--- src/rtl/core/lbts_pkg.sv ---
// ----------------------------------------------------------------------------
// lbts_pkg
// Shared types, codes and constants of the listen-before-talk tx scheduler.
// ----------------------------------------------------------------------------
package lbts_pkg;

  localparam int QUEUE_DEPTH_DEF     = 16;
  localparam int SAMPLE_SHIFT_DEF    = 3;
  localparam int FULL_SCALE_BITS_DEF = 12;

  localparam int ID_W      = 11;
  localparam int DATA_W    = 8;
  localparam int ENTRY_W   = ID_W + DATA_W;
  localparam int TICK_W    = 16;
  localparam int SAMPLE_W  = 16;
  localparam int PCT_W     = 7;
  localparam int MODE_W    = 3;
  localparam int PHASE_W   = 2;
  localparam int COUNT_W   = 4;
  localparam int CFG_IDX_W = 3;

  localparam logic [MODE_W-1:0] MODE_TICK   = 3'd0;
  localparam logic [MODE_W-1:0] MODE_RX     = 3'd1;
  localparam logic [MODE_W-1:0] MODE_QUEUE  = 3'd2;
  localparam logic [MODE_W-1:0] MODE_SAMPLE = 3'd3;
  localparam logic [MODE_W-1:0] MODE_TXDONE = 3'd4;

  localparam logic [PHASE_W-1:0] PH_LISTEN = 2'd0;
  localparam logic [PHASE_W-1:0] PH_SEND   = 2'd1;
  localparam logic [PHASE_W-1:0] PH_WAIT   = 2'd2;

  localparam logic [CFG_IDX_W-1:0] REG_LISTEN_TICKS  = 3'd0;
  localparam logic [CFG_IDX_W-1:0] REG_WAIT_TICKS    = 3'd1;
  localparam logic [CFG_IDX_W-1:0] REG_SEND_TICKS    = 3'd2;
  localparam logic [CFG_IDX_W-1:0] REG_RESUME_TICKS  = 3'd3;
  localparam logic [CFG_IDX_W-1:0] REG_SENSOR_MSG_ID = 3'd4;

  localparam logic [TICK_W-1:0] LISTEN_TICKS_RST  = 16'd1000;
  localparam logic [TICK_W-1:0] WAIT_TICKS_RST    = 16'd500;
  localparam logic [TICK_W-1:0] SEND_TICKS_RST    = 16'd1000;
  localparam logic [TICK_W-1:0] RESUME_TICKS_RST  = 16'd1000;
  localparam logic [ID_W-1:0]   SENSOR_MSG_ID_RST = 11'd256;
  localparam logic [TICK_W-1:0] COUNTDOWN_RST     = 16'd1000;

  localparam int PCT_MAX   = 100;
  localparam int PCT_ROUND = 2;
  localparam int PCT_STEP  = 5;
  localparam int STEP_TBL_N = 128;

  typedef struct packed {
    logic [PHASE_W-1:0] fsm_state;
    logic               send_valid;
    logic [ID_W-1:0]    send_id;
    logic [DATA_W-1:0]  send_data;
    logic               abort_send;
    logic               push_dropped;
    logic [COUNT_W-1:0] queue_count;
    logic [PCT_W-1:0]   sample_percent;
  } result_t;

  typedef logic [STEP_TBL_N-1:0][PCT_W-1:0] step_tbl_t;

  // percentage rounded to the nearest step and clamped
  function automatic step_tbl_t build_step_tbl();
    step_tbl_t tbl;
    int        r;
    int        base;
    r    = PCT_ROUND;
    base = 0;
    for (int i = 0; i < STEP_TBL_N; i++) begin
      tbl[i] = PCT_W'((base > PCT_MAX) ? PCT_MAX : base);
      r = r + 1;
      if (r == PCT_STEP) begin
        r    = 0;
        base = base + PCT_STEP;
      end
    end
    return tbl;
  endfunction

  localparam step_tbl_t STEP_TBL = build_step_tbl();

endpackage

--- src/rtl/core/lbts_ram.sv ---
// ----------------------------------------------------------------------------
// lbts_ram
// Generic single write port, single read port RAM with registered read.
// ----------------------------------------------------------------------------
module lbts_ram #(
  parameter int WIDTH = 8,
  parameter int DEPTH = 16
) (
  input  logic                     clk,
  input  logic                     we,
  input  logic [$clog2(DEPTH)-1:0] waddr,
  input  logic [WIDTH-1:0]         wdata,
  input  logic [$clog2(DEPTH)-1:0] raddr,
  output logic [WIDTH-1:0]         rdata
);

  logic [WIDTH-1:0] mem [DEPTH];

  always_ff @(posedge clk) begin
    if (we) begin
      mem[waddr] <= wdata;
    end
    rdata <= mem[raddr];
  end

endmodule

--- src/rtl/core/lbts_quant.sv ---
// ----------------------------------------------------------------------------
// lbts_quant
// Scales a raw converter word to a percentage snapped to steps of five.
// ----------------------------------------------------------------------------
module lbts_quant
  import lbts_pkg::*;
#(
  parameter int SAMPLE_SHIFT    = SAMPLE_SHIFT_DEF,
  parameter int FULL_SCALE_BITS = FULL_SCALE_BITS_DEF
) (
  input  logic [SAMPLE_W-1:0] sample_value,
  output logic [PCT_W-1:0]    percent
);

  localparam int PROD_W = SAMPLE_W + PCT_W;

  logic [SAMPLE_W-1:0] raw;
  logic [PROD_W-1:0]   prod;
  logic [PROD_W-1:0]   pct;

  assign raw  = sample_value >> SAMPLE_SHIFT;
  assign prod = PROD_W'(raw) * PROD_W'(PCT_MAX);
  assign pct  = prod >> FULL_SCALE_BITS;

  always_comb begin
    if (pct >= PROD_W'(STEP_TBL_N)) begin
      percent = PCT_W'(PCT_MAX);
    end else begin
      percent = STEP_TBL[pct[PCT_W-1:0]];
    end
  end

endmodule

--- src/rtl/core/lbts_outbuf.sv ---
// ----------------------------------------------------------------------------
// lbts_outbuf
// Result register with a skid stage so an item is taken while one waits.
// ----------------------------------------------------------------------------
module lbts_outbuf
  import lbts_pkg::*;
(
  input  logic    clk,
  input  logic    rst,
  input  logic    in_valid,
  output logic    in_stall,
  input  result_t in_data,
  output logic    out_valid,
  input  logic    out_stall,
  output result_t out_data
);

  logic    skid_valid;
  result_t skid_data;
  logic    load_out;
  logic    accept;

  assign in_stall = skid_valid;
  assign accept   = in_valid && !skid_valid;
  assign load_out = !out_valid || !out_stall;

  always_ff @(posedge clk) begin
    if (rst) begin
      out_valid  <= 1'b0;
      skid_valid <= 1'b0;
    end else if (load_out) begin
      if (skid_valid) begin
        out_valid  <= 1'b1;
        skid_valid <= 1'b0;
      end else begin
        out_valid <= accept;
      end
    end else if (accept) begin
      skid_valid <= 1'b1;
    end
  end

  always_ff @(posedge clk) begin
    if (load_out) begin
      if (skid_valid) begin
        out_data <= skid_data;
      end else if (accept) begin
        out_data <= in_data;
      end
    end else if (accept) begin
      skid_data <= in_data;
    end
  end

endmodule

--- src/rtl/core/listen_before_talk_tx_scheduler.sv ---
// ----------------------------------------------------------------------------
// listen_before_talk_tx_scheduler
// Listen/send/wait bus transmit scheduler with message queue and quantizer.
// ----------------------------------------------------------------------------
// One item is taken per clock cycle while in_stall is low; its result goes to
// the output register, or to the skid stage while the output is stalled, and
// the timer, state and pointers update on accept. Queue entries live in a RAM
// whose registered read port is always pointed at the next head slot, with a
// one-entry bypass for a write to that slot, so the head is ready when a send
// needs it. The queue holds QUEUE_DEPTH-1 messages; it needs no clearing pass
// after reset. A skid stage behind the result register keeps the input open
// for one more item while a result is stalled. Configuration writes are taken
// in any cycle (cfg_ready is always high) and should be made while idle.
// ----------------------------------------------------------------------------
module listen_before_talk_tx_scheduler
  import lbts_pkg::*;
#(
  parameter int QUEUE_DEPTH     = QUEUE_DEPTH_DEF,
  parameter int SAMPLE_SHIFT    = SAMPLE_SHIFT_DEF,
  parameter int FULL_SCALE_BITS = FULL_SCALE_BITS_DEF
) (
  input  logic                 clk,
  input  logic                 rst,
  input  logic                 in_valid,
  output logic                 in_stall,
  input  logic [MODE_W-1:0]    mode,
  input  logic [ID_W-1:0]      msg_id,
  input  logic [DATA_W-1:0]    msg_data,
  input  logic [SAMPLE_W-1:0]  sample_value,
  output logic                 out_valid,
  input  logic                 out_stall,
  output logic [PHASE_W-1:0]   fsm_state,
  output logic                 send_valid,
  output logic [ID_W-1:0]      send_id,
  output logic [DATA_W-1:0]    send_data,
  output logic                 abort_send,
  output logic                 push_dropped,
  output logic [COUNT_W-1:0]   queue_count,
  output logic [PCT_W-1:0]     sample_percent,
  input  logic                 cfg_valid,
  output logic                 cfg_ready,
  input  logic [CFG_IDX_W-1:0] cfg_index,
  input  logic [TICK_W-1:0]    cfg_data
);

  localparam int PW = $clog2(QUEUE_DEPTH);

  logic [TICK_W-1:0] listen_ticks;
  logic [TICK_W-1:0] wait_ticks;
  logic [TICK_W-1:0] send_ticks;
  logic [TICK_W-1:0] resume_ticks;
  logic [ID_W-1:0]   sensor_msg_id;

  logic [PHASE_W-1:0] phase, phase_next;
  logic [TICK_W-1:0]  countdown, countdown_next;
  logic               tx_busy, tx_busy_next;
  logic [PW-1:0]      write_ptr, write_ptr_next;
  logic [PW-1:0]      read_ptr, read_ptr_next;
  logic               bypass;
  logic [ENTRY_W-1:0] bypass_data;

  logic               accept;
  logic               item_stall;
  logic [PCT_W-1:0]   percent;
  logic [ENTRY_W-1:0] ram_rdata;
  logic [ENTRY_W-1:0] head_stored;
  logic [ENTRY_W-1:0] head;
  logic [ENTRY_W-1:0] push_word;
  logic               push_req;
  logic               push_ok;
  logic [PW-1:0]      wp_inc;
  logic [PW-1:0]      rp_inc;
  logic [TICK_W-1:0]  cnt_ev;
  logic               busy_ev;
  logic               rx;
  logic               expired;
  logic [PW:0]        fill;
  result_t            res;
  result_t            res_q;

  function automatic logic [PW-1:0] next_slot(input logic [PW-1:0] p);
    return (p == PW'(QUEUE_DEPTH - 1)) ? '0 : p + 1'b1;
  endfunction

  assign cfg_ready = 1'b1;
  assign accept    = in_valid && !item_stall;
  assign in_stall  = item_stall;

  always_ff @(posedge clk) begin
    if (rst) begin
      listen_ticks  <= LISTEN_TICKS_RST;
      wait_ticks    <= WAIT_TICKS_RST;
      send_ticks    <= SEND_TICKS_RST;
      resume_ticks  <= RESUME_TICKS_RST;
      sensor_msg_id <= SENSOR_MSG_ID_RST;
    end else if (cfg_valid) begin
      unique case (cfg_index)
        REG_LISTEN_TICKS:  listen_ticks  <= cfg_data;
        REG_WAIT_TICKS:    wait_ticks    <= cfg_data;
        REG_SEND_TICKS:    send_ticks    <= cfg_data;
        REG_RESUME_TICKS:  resume_ticks  <= cfg_data;
        REG_SENSOR_MSG_ID: sensor_msg_id <= cfg_data[ID_W-1:0];
        default: ;
      endcase
    end
  end

  lbts_quant #(
    .SAMPLE_SHIFT    (SAMPLE_SHIFT),
    .FULL_SCALE_BITS (FULL_SCALE_BITS)
  ) u_quant (
    .sample_value (sample_value),
    .percent      (percent)
  );

  lbts_ram #(
    .WIDTH (ENTRY_W),
    .DEPTH (QUEUE_DEPTH)
  ) u_queue (
    .clk   (clk),
    .we    (push_ok),
    .waddr (write_ptr),
    .wdata (push_word),
    .raddr (read_ptr_next),
    .rdata (ram_rdata)
  );

  assign head_stored = bypass ? bypass_data : ram_rdata;

  always_comb begin
    push_req  = accept && (mode == MODE_QUEUE || mode == MODE_SAMPLE);
    push_word = (mode == MODE_SAMPLE) ? {sensor_msg_id, 1'b0, percent}
                                      : {msg_id, msg_data};
    wp_inc    = next_slot(write_ptr);
    rp_inc    = next_slot(read_ptr);
    push_ok   = push_req && (wp_inc != read_ptr);
    head      = (write_ptr == read_ptr) ? push_word : head_stored;

    cnt_ev = countdown;
    if (mode == MODE_TICK && countdown != '0) begin
      cnt_ev = countdown - 1'b1;
    end
    busy_ev = (mode == MODE_TXDONE) ? 1'b0 : tx_busy;
    rx      = (mode == MODE_RX);
    expired = (cnt_ev == '0);

    write_ptr_next = push_ok ? wp_inc : write_ptr;
    read_ptr_next  = read_ptr;
    phase_next     = phase;
    countdown_next = cnt_ev;
    tx_busy_next   = busy_ev;

    res                = '0;
    res.push_dropped   = push_req && !push_ok;
    res.sample_percent = (mode == MODE_SAMPLE) ? percent : '0;

    unique case (phase)
      PH_LISTEN: begin
        if (rx) begin
          phase_next     = PH_WAIT;
          countdown_next = wait_ticks;
        end else if (expired) begin
          phase_next     = PH_SEND;
          countdown_next = send_ticks;
        end
      end
      PH_SEND: begin
        if (busy_ev) begin
          res.abort_send = 1'b1;
          tx_busy_next   = 1'b0;
        end
        if (rx) begin
          phase_next     = PH_WAIT;
          countdown_next = wait_ticks;
        end else if (write_ptr_next != read_ptr) begin
          read_ptr_next  = rp_inc;
          res.send_valid = 1'b1;
          res.send_id    = head[ENTRY_W-1:DATA_W];
          res.send_data  = head[DATA_W-1:0];
          tx_busy_next   = 1'b1;
          phase_next     = PH_LISTEN;
          countdown_next = listen_ticks;
        end else if (expired) begin
          phase_next     = PH_LISTEN;
          countdown_next = listen_ticks;
        end
      end
      default: begin
        if (rx) begin
          countdown_next = wait_ticks;
        end else if (expired) begin
          phase_next     = PH_SEND;
          countdown_next = resume_ticks;
        end
      end
    endcase

    if (!accept) begin
      write_ptr_next = write_ptr;
      read_ptr_next  = read_ptr;
      phase_next     = phase;
      countdown_next = countdown;
      tx_busy_next   = tx_busy;
    end

    if (write_ptr_next >= read_ptr_next) begin
      fill = {1'b0, write_ptr_next} - {1'b0, read_ptr_next};
    end else begin
      fill = {1'b0, write_ptr_next} + (PW + 1)'(QUEUE_DEPTH) - {1'b0, read_ptr_next};
    end
    res.queue_count = COUNT_W'(fill);
    res.fsm_state   = phase_next;
  end

  always_ff @(posedge clk) begin
    if (rst) begin
      phase     <= PH_LISTEN;
      countdown <= COUNTDOWN_RST;
      tx_busy   <= 1'b0;
      write_ptr <= '0;
      read_ptr  <= '0;
      bypass    <= 1'b0;
    end else begin
      phase     <= phase_next;
      countdown <= countdown_next;
      tx_busy   <= tx_busy_next;
      write_ptr <= write_ptr_next;
      read_ptr  <= read_ptr_next;
      bypass    <= push_ok && (write_ptr == read_ptr_next);
    end
  end

  always_ff @(posedge clk) begin
    bypass_data <= push_word;
  end

  lbts_outbuf u_outbuf (
    .clk       (clk),
    .rst       (rst),
    .in_valid  (in_valid),
    .in_stall  (item_stall),
    .in_data   (res),
    .out_valid (out_valid),
    .out_stall (out_stall),
    .out_data  (res_q)
  );

  assign fsm_state      = res_q.fsm_state;
  assign send_valid     = res_q.send_valid;
  assign send_id        = res_q.send_id;
  assign send_data      = res_q.send_data;
  assign abort_send     = res_q.abort_send;
  assign push_dropped   = res_q.push_dropped;
  assign queue_count    = res_q.queue_count;
  assign sample_percent = res_q.sample_percent;

endmodule

--- config.mk ---
export PLATFORM = sky130hd
export DESIGN_NAME = listen_before_talk_tx_scheduler
export DESIGN_NICKNAME = d
export VERILOG_FILES = /design/src/rtl/core/lbts_pkg.sv /design/src/rtl/core/lbts_ram.sv /design/src/rtl/core/lbts_quant.sv /design/src/rtl/core/lbts_outbuf.sv /design/src/rtl/core/listen_before_talk_tx_scheduler.sv
export SDC_FILE = /design/constraint.sdc
export NUM_CORES = 1
export LEC_CHECK = 0
export ABC_CLOCK_PERIOD_IN_PS = 4100
export BUFFER_PORTS_ARGS = -buffer_cell sky130_fd_sc_hd__clkbuf_2
export CAP_MARGIN = 40
export CORE_MARGIN = 2
export CORE_UTILIZATION = 45
export CTS_BUF_LIST = sky130_fd_sc_hd__clkbuf_16
export DETAILED_ROUTE_END_ITERATION = 6
export PLACE_DENSITY_LB_ADDON = 0.15
export SETUP_SLACK_MARGIN = 0.15
export SLEW_MARGIN = 20
export SYNTH_ARGS = -nofsm -noshare
export SYNTH_HDL_FRONTEND = slang
export SYNTH_SLANG_ARGS = --single-unit
--- constraint.sdc ---
create_clock -name clk -period 4.1 [get_ports clk]
set_clock_uncertainty 0.05 [all_clocks]
set_input_delay 0 -clock clk [delete_from_list [all_inputs] [get_ports clk]]
set_output_delay 0 -clock clk [all_outputs]
set_load 0.02 [all_outputs]
## Word-level counts from Yosys, hierarchy flattened

Memory sizes are Yosys's and may differ from the RTL's. A register that Yosys moved wholly into a read port is not among the register bits.
Index checks and enable logic that the tools add are counted.

- ROM bits: 896
- Output and inout port bits: 38
- Register bits: 194
- Input port bits: 62
- Memories: 2
- RAM bits: 304

- Mux-type cells: 45
- Equality and inequality tests: 15
- Multiply operators: 1
- Reduce and logical (&&, ||, !) cells: 26
- Add/sub/neg operators: 6
- Bitwise gates (word level): 1
- $lt $le $gt $ge: 3

Memories:

| name | depth | bits a word | rd ports | clocked after Yosys merged registers in | write ports | line | source |
|---|---|---|---|---|---|---|---|
| (no name shown) | 128 | 7 | 1 | 0 | 0 | lbts_quant.sv:29 | `percent = STEP_TBL[pct[PCT_W-1:0]];` |
| u_queue.mem | 16 | 19 | 1 | 1 | 1 | lbts_ram.sv:17 | `logic [WIDTH-1:0] mem [DEPTH];` |

Operators by type and width:

| cell | count |
|---|---|
| $mux 16 | 8 |
| $mux 35 | 2 |
| $mux 19 | 3 |
| $mux 20 | 2 |
| $mux 4 | 9 |
| $pmux 16 s2 | 1 |
| $mux 21 | 1 |
| $mux 7 | 3 |
| $mul 13x5->18 const B | 1 |
| $logic_not 16->1 | 1 |
| $reduce_bool 16->1 | 1 |
| $sub 16x1->16 const B | 1 |
| $mux 2 | 7 |
| $reduce_and 2->1 | 7 |
| $add 4x1->4 const B | 3 |
| $eq 3x2->1 const B | 4 |
| $ge 11x8->1 const B | 1 |
| $eq 4x4->1 | 2 |
| $eq 4x4->1 const B | 2 |
| $lt 7x8->1 const B | 1 |
| $mux 1 | 8 |
| $ne 4x4->1 | 2 |
| $sub 4x4->4 | 2 |
| $eq 3x1->1 const B | 2 |
| 12 further kinds | 23 |

## Logic depth before layout (Yosys ltp)

Gate-level depths: netlist of the first run.

- Word-level depth: 14
- Mapped depth: 20
- Mapped depth without buffers: 16

## Modules after synthesis

From an unflattened synthesis of the first run, not the netlist that was laid out.

- Cell total of the unflattened synthesis: 1762
- Area, all modules: 23316.1 um2

Modules (own cells, without submodules):

| module | cells an instance | area an instance (um2) | times used |
|---|---|---|---|
| lbts_ram | 507 | 11845.1 | 1 |
| listen_before_talk_tx_scheduler | 929 | 7003.0 | 1 |
| lbts_outbuf | 117 | 2742.6 | 1 |
| lbts_quant | 209 | 1725.4 | 1 |

## Least setup slack after synthesis of the first run

Ideal clock, no wire load.

- Path kind: register to register
- From: reg write_ptr[0]
- To: reg u_outbuf.out_data[9] (netlist bit), data pin
- Slack: -223 ps
- Data arrival time: 4013 ps
- Setup time: 260 ps
- Buffers on the path: 4
- Stages on the path, launching flop included: 18
- Cells stage by stage: dfxtp_1 -> clkbuf_1 -> inv_1 -> ha_1 -> xor2_1 -> a21oi_1 -> a31oi_1 -> or3b_1 -> buf_2 -> nand3_1 -> mux2i_1 -> buf_2 -> buf_4 -> inv_1 -> ha_1 -> fa_1 -> xnor2_1 -> mux2_2

- Longest elaborated chain between the ends: 14
- Elaborated cells between the ends (all ways): 19
- Classes of those cells: 4 x add/sub; 1 x order compare; 3 x eq/ne; 10 x mux; 1 x reduce/logical

RTL lines:

| what | line | source |
|---|---|---|
| from (decl) | listen_before_talk_tx_scheduler.sv:57 | `logic [PW-1:0] write_ptr, write_ptr_next;` |
| from (signal assigned) | listen_before_talk_tx_scheduler.sv:227 | `write_ptr <= write_ptr_next;` |
| $add 4x1->4 or $eq 4x4->1 (tied branches) | listen_before_talk_tx_scheduler.sv:82 | `return (p == PW'(QUEUE_DEPTH - 1)) ? '0 : p + 1'b1;` |
| $mux 4 | listen_before_talk_tx_scheduler.sv:82 |  |
| $ne 4x4->1 | listen_before_talk_tx_scheduler.sv:136 | `push_ok = push_req && (wp_inc != read_ptr);` |
| $logic_and 1x1->1 | listen_before_talk_tx_scheduler.sv:136 |  |
| $mux 4 (*) | listen_before_talk_tx_scheduler.sv:147 | `write_ptr_next = push_ok ? wp_inc : write_ptr;` |
| $ne 4x4->1 (*) | listen_before_talk_tx_scheduler.sv:175 | `end else if (write_ptr_next != read_ptr) begin` |
| $mux 4 (*) | listen_before_talk_tx_scheduler.sv:175 |  |
| $mux 4 (*) | listen_before_talk_tx_scheduler.sv:172 | `if (rx) begin` |
| $mux 4 (*) | listen_before_talk_tx_scheduler.sv:157 | `unique case (phase)` |
| $mux 4 (*) | listen_before_talk_tx_scheduler.sv:198 | `if (!accept) begin` |
| net read_ptr_next[0] | listen_before_talk_tx_scheduler.sv:58 | `logic [PW-1:0] read_ptr, read_ptr_next;` |
| $sub 4x4->4 (tied with other cells) | listen_before_talk_tx_scheduler.sv:209 | `fill = {1'b0, write_ptr_next} + (PW + 1)'(QUEUE_DEPTH) - {1'b0, read_ptr_next};` |
| $mux 4 (*) | listen_before_talk_tx_scheduler.sv:206 | `if (write_ptr_next >= read_ptr_next) begin` |
| net fill[2] | listen_before_talk_tx_scheduler.sv:77 | `logic [PW:0] fill;` |
| $mux 35 (*) | lbts_outbuf.sv:47 | `end else if (accept) begin` |
| $mux 35 (*) | lbts_outbuf.sv:45 | `if (skid_valid) begin` |
| to (signal assigned) | lbts_outbuf.sv:46 | `out_data <= skid_data;` |
| to (signal assigned) | lbts_outbuf.sv:48 | `out_data <= in_data;` |
| to (decl) | lbts_outbuf.sv:15 | `output result_t out_data` |

The timed path passes the listed nets; every way through them passes the cells marked *. The select of a mux whose other input is x is not followed.
A chain may end at the register's enable or synchronous reset.

## Final worst setup path of the first run

- From: in sample_value[6]
- To: reg u_outbuf.out_data[13] (netlist bit), data pin

- Longest elaborated chain between the ends: 11
- Elaborated cells between the ends (all ways): 12
- Classes of those cells: 1 x mul; 1 x order compare; 9 x mux; 1 x memory

RTL lines:

| what | line | source |
|---|---|---|
| from (decl) | listen_before_talk_tx_scheduler.sv:29 | `input logic [SAMPLE_W-1:0] sample_value,` |
| $mul 13x5->18 (*) | lbts_quant.sv:22 | `assign prod = PROD_W'(raw) * PROD_W'(PCT_MAX);` |
| $mem_v2 128x7 | n/a |  |
| $mux 7 (not written as such) | lbts_quant.sv:29 |  |
| $mux 7 (*) | lbts_quant.sv:26 | `if (pct >= PROD_W'(STEP_TBL_N)) begin` |
| $mux 19 (*) | listen_before_talk_tx_scheduler.sv:132 | `push_word = (mode == MODE_SAMPLE) ? {sensor_msg_id, 1'b0, percent}` |
| $mux 19 (*) | listen_before_talk_tx_scheduler.sv:137 | `head = (write_ptr == read_ptr) ? push_word : head_stored;` |
| $mux 20 (*) | listen_before_talk_tx_scheduler.sv:175 |  |
| $mux 20 (*) | listen_before_talk_tx_scheduler.sv:172 |  |
| $mux 21 (*) | listen_before_talk_tx_scheduler.sv:157 |  |
| $mux 35 (*) | lbts_outbuf.sv:47 |  |
| $mux 35 (*) | lbts_outbuf.sv:45 |  |

Every way passes the cells marked *; elsewhere a longest branch is shown, timed or not. The select of a mux whose other input is x is not followed.

==> flow_metrics.tcl, run 1 <==
set metrics [dict create \
    status "completed" \
    grt_pass1_vias 15502 \
    synthTopCellsByCount "edfxtp_1, nand2_1, dfxtp_1" \
    grt.overflow.total 0 \
    final_nets 2121 \
    synth-seq-cells 517 \
    p_switching_mw 3.31 \
    synth_fp_nets 1868 \
    core_um2 50000 \
    cp-start-kind "input port" \
    timing.final.crit_share 0.929 \
    max_stage_delay_ns 0.57 \
    syn_to_final_growth_pct 21.2 \
    die_w_um 229 \
    async_flop_share 0 \
    drive_above_1_share 0.250 \
    worstReg2RegStart "write_ptr[1]" \
    clock_sinks 517 \
    synth_most_common_cell "edfxtp_1" \
    synth_edf_count 374 \
    finalPower_mw 12.6 \
    grt_pass1_wl_um 93100 \
    start_util 0.455 \
    routedWlPerCell_um 22.7 \
    endpoint "u_outbuf.out_data[13]" \
    yosysWarnings 0 \
    path_cells "buf_2 > ha_4 > ha_4 > fa_1 > ha_2 > or3_4 > o221a_4 > a211o_4 > a311o_1 > o311a_1 > o211ai_1 > nand3_2 > or4_4 > and3_4 > o41ai_4" \
    fin_hold_ws_ns 0.0211 \
    seq_area_um2 14100 \
    grt_max_degree 71 \
    route.detailed.vias_per_inst 5.72 \
    fmax_mhz 262 \
    r2r_setup_slack_ns 0.32 \
    hold_viol 0 \
    p_per_area_nw_per_um2 457 \
    tightest_slew_ns 0.941 \
    routed-via-count 15536 \
    rr_worst_depth 12 \
    place_congestion 0.908 \
    synth_cells 1747 \
    critical_path.most_common_cell "ha_4" \
    p_sw_frac 0.263 \
    clockBufferDepth 3 \
    cp_data_required_time_ns 4.46 \
    power.leakage_nw 10.1 \
    slew_violations 0 \
    p_int_mw 9.27 \
    crit_path_end_kind "flop" \
    hold_path.startpoint "msg_id[3]" \
    cts_tree "done" \
    share_comb_of_total_power 0.173 \
    ant_nets 0 \
    syn_avg_cell_area_um2 13.0 \
    die_h_um 229 \
    crit_type "in2reg" \
    path_max_fanout 6 \
    n_fill_cell 4153 \
    drcViolationCount 0 \
    syn-cell-area_um2 22700 \
    htreeDepth 2 \
    slew-limit-headroom 0.369 \
    drt_wl_total_um 61600 \
    dieArea_um2 52300 \
    hpwlAfterDp_um 39800 \
    clk_latency_ns 0.63 \
    clockRootBuffer "clkbuf_16" \
    synth_top_area_share 0.494 \
    synthDistinctLibCells 84 \
    r2r_end "u_outbuf.out_data[28]" \
    clockPowerShare 0.368 \
    track_usage 0.234 \
    setup_viol 0 \
    firstDrtPassIters 5 \
    num_rows 82 \
    p_seq_frac 0.459 \
    seq_area_frac_synth 0.620 \
    cp.arrival_ns 4.17 \
    rsz0062_at_grt "false" \
    numCtsBuffers 52 \
    synth_ff_type "edfxtp_1" \
    drt_iter0_markers 1363 \
    antenna_cells 0 \
    yosys-top-cells-area "edfxtp_1, dfxtp_1, mux4_2" \
    hold_path.class "in2reg" \
    antenna_found_initial 1 \
    drv_cap 0 \
    dp_cells 2561 \
    slowest_stage "or4_4" \
    ioPinCount 100 \
    min_period_ns 3.81 \
    multi_input_area_um2 8510 \
    port_buffers 95 \
    final_cell_count_no_fill 2716 \
    clkTransAtPathRegs_ns 0.06 \
    cp-startpoint "sample_value[6]" \
    tns_ns 0 \
    ir_drop_uv 288 \
    yosys.area.top_type "edfxtp_1" \
]
-- state kept, by name (all words and copies together), names as in the netlist, 4 cells and up --
register	flops
read_ptr	4
u_outbuf.out_data	35
u_outbuf.skid_data	35
listen_ticks	16
countdown	16
u_queue.rdata	19
wait_ticks	16
sensor_msg_id	11
bypass_data	19
resume_ticks	16
u_queue.mem	304
write_ptr	4
send_ticks	16
-- per-layer routing --
layer / vias up / global-route usage / wire, um
li1: 7086 / - / -
met1: 7812 / 0.323 / 26400
met2: 547 / 0.381 / 29400
met3: 91 / 0.0477 / 4550
met4: 0 / 0.0584 / 1260
met5: - / 0 / 0
-- how the worst min path moves through the flow --
stage	to	depth (start not counted)
6_report	bypass_data[11]	3
4_1_cts	bypass_data[11]	3
3_5_place_dp	wait_ticks[11]	3
2_1_floorplan	listen_ticks[7]	1
3_3_place_gp	wait_ticks[11]	3
5_1_grt	bypass_data[11]	3
-- layout by cell type (no fill, tap or decap), drive strengths merged, types with 37 or more instances in the layout --
master       count
edfxtp         374
nand2          284
buf            159
clkbuf         146
dfxtp          143
a21oi          102
nor2            80
mux4            76
ha              51
o21ai           50
dlygate4sd3     49
a22oi           42
nor3            38
inv             37
-- through the flow --
step / instance area [um2] / setup WS, ns / utilization
after floorplan: 22900 / 0.0171 / -
after global placement: 25100 / -0.366 / 0.502
after detailed placement: 25100 / -0.417 / 0.503
after CTS: 27300 / 0.165 / 0.546
after global routing: 27500 / 0.161 / 0.551
final: 27500 / 0.289 / 0.551
-- critical path, delay by kind of cell --
kind                     cells  cell delay (ns)
AND/OR/NAND/NOR              4             1.34
buffers and inverters        1             0.14
AO/OA/AOI/OAI                6             1.56
adder cells (fa/ha/maj)      4             1.13
-- cells by family after synthesis --
logic type / share of synthesized area
fa+ha+maj: 0.0351
xor+xnor: 0.0138
simple gates: 0.114
compound gates: 0.0953
other cells: 0.000165
buf+inv: 0.0231
mux: 0.0978
flops: 0.620
-- cell type report --
cell class              instances  area share
multi-input cells            1103       0.309
inverters                      24     0.00327
clock buffers                  52      0.0473
flip-flops and latches        517       0.512
clock inverters                46      0.0136
repair buffers                302      0.0846
well taps                     672      0.0305
-- power by group through the flow --
stage / Combinational [mW] / Clock (mW) / Sequential (mW)
floorplan: 1.16 / 0 / 5.91
global placement: 2.02 / 0 / 5.89
detailed placement: 2.02 / 0 / 5.89
CTS: 2.07 / 4.72 / 5.78
global route: 2.38 / 4.94 / 5.78
finish: 2.17 / 4.63 / 5.78
-- repair_timing --
item | in CTS | in global routing
endpoints found under the hold margin | 257 | 0
hold buffers | 49 | 0
gates resized for setup | 0 | 28
buffers inserted | 0 | 4
setup endpoints to repair | 0 | 96
Power figures use the tool's default switching activity.
==> run 2: changes to the inputs <==
--- a/constraint.sdc
+++ b/constraint.sdc
@@ -3,3 +3,3 @@
 set_input_delay 0 -clock clk [delete_from_list [all_inputs] [get_ports clk]]
 set_output_delay 0 -clock clk [all_outputs]
-set_load 0.02 [all_outputs]
+set_load 0.05 [all_outputs]
==> flow_metrics.tcl, run 2 (same netlist as run 1, synthesis figures left out) <==
set metrics [dict create \
    max_stage_delay_ns 0.53 \
    final_cell_mix "edfxtp_1, nand2_1, buf_4, dfxtp_1, a21oi_1" \
    firstDrtPassIters 5 \
    dieArea_um2 52300 \
    p_per_area_nw_per_um2 455 \
    final_cell_count_no_fill 2709 \
    grt_pass1_wl_um 93700 \
    hold_viol 0 \
    port_buffers 95 \
    largest_reg_flops 304 \
    numCtsBuffers 52 \
    clock_sinks 517 \
    routed-via-count 15375 \
    status "completed" \
    antenna_cells 0 \
    design_area_um2 27300 \
    finalPower_mw 12.4 \
    grt.overflow.total 0 \
    die_w_um 229 \
    reg.largest.list "u_queue.mem (304), u_outbuf.out_data (35), u_outbuf.skid_data (35)" \
    cp.arrival_ns 4.29 \
    htreeDepth 2 \
    clkTransAtPathRegs_ns 0.06 \
    slowest_stage "a211oi_2" \
    place_congestion 0.926 \
    hpwlAfterDp_um 39700 \
    r2r_setup_slack_ns 0.24 \
    crit_path_end_kind "flop" \
    slew-limit-headroom 0.437 \
    num_rows 82 \
    start_util 0.455 \
    tns_ns 0 \
    die_h_um 229 \
    hold_path.class "in2reg" \
    syn_to_final_growth_pct 20.2 \
    path_max_fanout 14 \
    cp-start-kind "flop" \
    ir_drop_uv 301 \
    route.detailed.vias_per_inst 5.68 \
    ant_nets 0 \
    clockBufferDepth 3 \
    final_util 0.546 \
    place_area_um2 25200 \
    clk_latency_ns 0.62 \
    grt_pass1_vias 15385 \
    antenna_found_initial 1 \
    drcViolationCount 0 \
    final_nets 2114 \
    slew_violations 0 \
    core_um2 50000 \
    clockRootBuffer "clkbuf_16" \
    timing.final.crit_share 0.941 \
    cp_data_required_time_ns 4.53 \
    dp_cells 2566 \
    largest_register "u_queue.mem" \
    fmax_mhz 259 \
    min_period_ns 3.86 \
    final_common_cell "edfxtp_1" \
    power.leakage_nw 10.1 \
    critical_path.most_common_cell "buf_4" \
    tightest_slew_ns 0.842 \
    routedWlPerCell_um 22.7 \
    drive_above_1_share 0.248 \
    setup_viol 0 \
    rsz0062_at_grt "false" \
    drv_cap 0 \
    drt_wl_total_um 61400 \
    drt_iter0_markers 1215 \
    track_usage 0.236 \
    ioPinCount 100 \
    cts_tree "done" \
    crit_type "reg2reg" \
    path_cells "ha_1 > a21o_1 > a21boi_1 > or3_1 > a31oi_1 > or3b_1 > buf_4 > and2_0 > nand2_1 > buf_4 > a211oi_2 > mux2_2" \
    grt_max_degree 56 \
]
==> run 2: cell types whose count changed in the layout (fill, tap and decap cells not counted), sizes merged <==
| cell | before | now |
|---|---|---|
| clkinv | 27 | 18 |
| clkinvlp | 2 | 3 |
| inv | 37 | 47 |
| buf | 159 | 161 |
| bufinv | 4 | 2 |
| dlygate4sd3 | 49 | 40 |
==> run 2: stage by stage <==
| stage | hold slack, ns | setup WS [ns] |
|---|---|---|
| after global routing | 0.0623 | 0.0654 |
| after CTS | 0.0103 | 0.223 |
| after floorplan | 0.0678 | 0.0171 |
| after global placement | 0.223 | -0.367 |
| after detailed placement | 0.235 | -0.386 |
| final | 0.00792 | 0.241 |
==> run 2: per-layer routing <==
metal  routed length, um  track usage  vias to the layer above
met1               26300        0.324                     7725
met3                4260       0.0479                       90
met5                  11            0                        -
met4                1450       0.0688                        2
li1                    -            -                     7085
met2               29400        0.381                      473
==> run 2: area by class of cell <==
class,instances,area [um2]
well taps,672,841
fillers,4195,22700
flip-flops and latches,517,14100
inverters,24,90.1
repair buffers,295,2250
multi-input cells,1103,8450
clock buffers,52,1300
clock inverters,46,282
==> run 2: power by group <==
part	internal [mW]	switching [mW]	total (mW)
clock network	2.43	1.98	4.41
logic	0.967	1.28	2.25
registers	5.73	0.0455	5.78
total	9.13	3.30	12.4
==> run 2: path summary, 6_finish.rpt <==
path                                 startpoint                    end  depth (start not counted)
worst max-delay path               write_ptr[1]  u_outbuf.out_data[30]                         12
worst min-delay path                  msg_id[3]        bypass_data[11]                          3
worst max register to register     write_ptr[1]  u_outbuf.out_data[30]                         12
worst min register to register  listen_ticks[4]        listen_ticks[4]                          2
==> run 2: worst max-delay path: cells and delay by family, from the launching register on <==
| family | cells | cell delay, ns |
|---|---|---|
| and+or+nand+nor | 4 | 1.22 |
| AOI/OAI and AO/OA | 4 | 0.91 |
| buffers and inverters | 2 | 0.52 |
| DFF | 1 | 0.43 |
| adders and majority gates | 1 | 0.31 |
| muxes | 1 | 0.27 |
==> run 2: what timing repair did <==
action | CTS | global route
hold endpoints to repair | 264 | 0
setup endpoints to repair | 1 | 85
buffers inserted | 0 | 2
resized for setup | 1 | 18
pin swaps | 0 | 3
hold buffers | 40 | 0
==> run 3: changes to the inputs <==
ABC_AREA = 1   (was unset)
ABC_CLOCK_PERIOD_IN_PS = 4300   (was 4100)
clock period = 4.3 ns   (was 4.1 ns; I/O delays follow)
==> flow_metrics.tcl, run 3 <==
set metrics [dict create \
    status "completed" \
    htreeDepth 2 \
    drv_cap 0 \
    cp_data_required_time_ns 4.77 \
    seq_area_frac_synth 0.563 \
    drt_iter0_markers 1866 \
    dp_cells 3599 \
    numCtsBuffers 55 \
    hold_viol 0 \
    drcViolationCount 0 \
    slowest_stage "a311oi_1" \
    hold_path.class "in2reg" \
    grt_max_degree 153 \
    tightest_slew_ns 0.968 \
    postCtsSetupBuffers 0 \
    synth_ff_type "edfxtp_1" \
    share_comb_of_total_power 0.167 \
    crit_path_end_kind "flop" \
    path_max_fanout 13 \
    p_per_area_nw_per_um2 420 \
    synth_fp_nets 2926 \
    p_switching_mw 3.50 \
    clockRootBuffer "clkbuf_16" \
    place_congestion 0.895 \
    cp.arrival_ns 4.48 \
    grt_pass1_wl_um 111000 \
    final_nets 3085 \
    power.leakage_nw 12.7 \
    fmax_mhz 249 \
    setup_viol 0 \
    synthDistinctLibCells 50 \
    reg.largest.list "u_queue.mem (304), u_outbuf.out_data (35), u_outbuf.skid_data (35)" \
    fin_hold_ws_ns 0.0590 \
    synth_most_common_cell "nand2_1" \
    critical_path.most_common_cell "nand2_1" \
    clockBufferDepth 3 \
    clkTransAtPathRegs_ns 0.06 \
    drt_wl_total_um 74100 \
    ioPinCount 100 \
    syn-cell-area_um2 25000 \
    clockPowerShare 0.377 \
    synth_cells 2805 \
    die_h_um 240 \
    clock_sinks 517 \
    cts_tree "done" \
    die_w_um 240 \
    yosys.area.top_type "edfxtp_1" \
    synthTopCellsByCount "nand2_1, nand3_1, inv_1" \
    route.detailed.vias_per_inst 5.30 \
    p_sw_frac 0.286 \
    hpwlAfterDp_um 44600 \
    grt.overflow.total 0 \
    slew-limit-headroom 0.350 \
    drive_above_1_share 0.109 \
    timing.final.crit_share 0.933 \
    largest_register "u_queue.mem" \
    p_seq_frac 0.455 \
    track_usage 0.256 \
    final_cell_count_no_fill 3757 \
    synth_edf_count 374 \
    final_common_cell "nand2_1" \
    clk_latency_ns 0.65 \
    yosys-top-cells-area "edfxtp_1, dfxtp_1, nand2_1" \
    rsz0062_at_grt "false" \
    synth-seq-cells 517 \
    start_util 0.455 \
    grt_pass1_vias 18733 \
    finalPower_mw 12.3 \
    final_cell_mix "nand2_1, nand3_1, inv_1, edfxtp_1, nor2_1" \
    cp-start-kind "flop" \
    syn_to_final_growth_pct 16.4 \
    min_period_ns 4.01 \
    path_cells "inv_2 > nand2_1 > nor3_4 > dlygate4sd3_1 > nand3_1 > nand3_1 > nand2_1 > nand2_2 > nor2_8 > buf_4 > nor2_4 > inv_1 > a311oi_1 > nand2_1 > nand2_1" \
    slew_violations 0 \
    syn_avg_cell_area_um2 8.93 \
    antenna_cells 0 \
    routed-via-count 19894 \
    firstDrtPassIters 5 \
    ir_drop_uv 352 \
    async_flop_share 0 \
    antenna_found_initial 1 \
    p_int_mw 8.75 \
    crit_type "reg2reg" \
    max_stage_delay_ns 0.81 \
    core_um2 55100 \
    dieArea_um2 57600 \
    port_buffers 95 \
    tns_ns 0 \
    ant_nets 0 \
    synth_top_area_share 0.448 \
    num_rows 86 \
    yosysWarnings 0 \
    routedWlPerCell_um 19.7 \
    largest_reg_flops 304 \
]
==> run 3: changes by cell type after synthesis, moves of 26 or more <==
cell | before | now
nand3_1 | 27 | 473
nand2_1 | 284 | 648
inv_1 | 24 | 380
nor2_1 | 79 | 208
mux4_2 | 76 | 0
o21ai_0 | 49 | 112
a21oi_1 | 101 | 50
a22oi_1 | 42 | 0
nand3b_1 | 30 | 67
nor3_1 | 37 | 6
a211oi_1 | 26 | 0
==> run 3: kinds of logic after synthesis <==
kind of cell,after synthesis,synth area share
compound gates,222,0.0511
xor+xnor,24,0.00869
fa+ha+maj,59,0.0319
buf+inv,532,0.0862
flops,517,0.563
mux,2,0.000799
other cells,1,0.000150
simple gates,1448,0.259
==> run 3: routing by layer <==
layer,share of wire,vias up,GRT usage
li1,-,9596,-
met2,0.47,660,0.422
met5,0,-,0
met3,0.064,113,0.0371
met1,0.44,9525,0.350
met4,0.026,0,0.0766
==> run 3: timing repair <==
item                                    CTS  global route
endpoints found under the hold margin   387            17
resized for setup                         0            11
endpoints found under the setup margin    0            26
hold buffers                             50             1
==> run 3: final cells by class <==
type                            count  area, um2
Timing Repair Buffer              239       1960
Clock inverter                     47        384
Multi-Input combinational cell   1756       8920
Sequential cell                   517      14100
Inverter                          395       1480
Clock buffer                       55       1380
Tap cell                          748        936
Fill cell                        5101      25900
==> run 3: worst max-delay path, delay by kind of cell, from the launching register on <==
family                 cells  cell delay (ns)
DFF                        1             0.32
and+or+nand+nor           10             1.45
AOI/OAI and AO/OA          1             0.81
buffers and inverters      4             1.22
==> run 3: final timing paths <==
path                           from                    end  slack, ns  depth (start not counted)
setup / recovery  u_outbuf.in_stall  u_outbuf.out_data[24]       0.29                         15
hold / removal           msg_id[10]        bypass_data[18]       0.06                          3
setup reg to reg  u_outbuf.in_stall  u_outbuf.out_data[24]       0.29                         15
hold reg to reg     resume_ticks[9]        resume_ticks[9]       0.40                          2
==> run 3: per-stage QoR <==
stage	utilization	setup WS (ns)	instance area, um2
after floorplan	-	0.665	25000
after global placement	0.483	0.199	26600
after detailed placement	0.486	0.130	26800
after CTS	0.527	0.235	29000
after global routing	0.529	0.168	29100
final	0.529	0.288	29100
==> run 3: power groups by stage <==
stage	Clock (mW)	Combinational [mW]	Sequential (mW)
floorplan	0	1.23	5.76
global placement	0	1.95	5.68
global route	4.90	2.27	5.59
detailed placement	0	1.98	5.68
CTS	4.71	2.02	5.58
finish	4.63	2.05	5.58
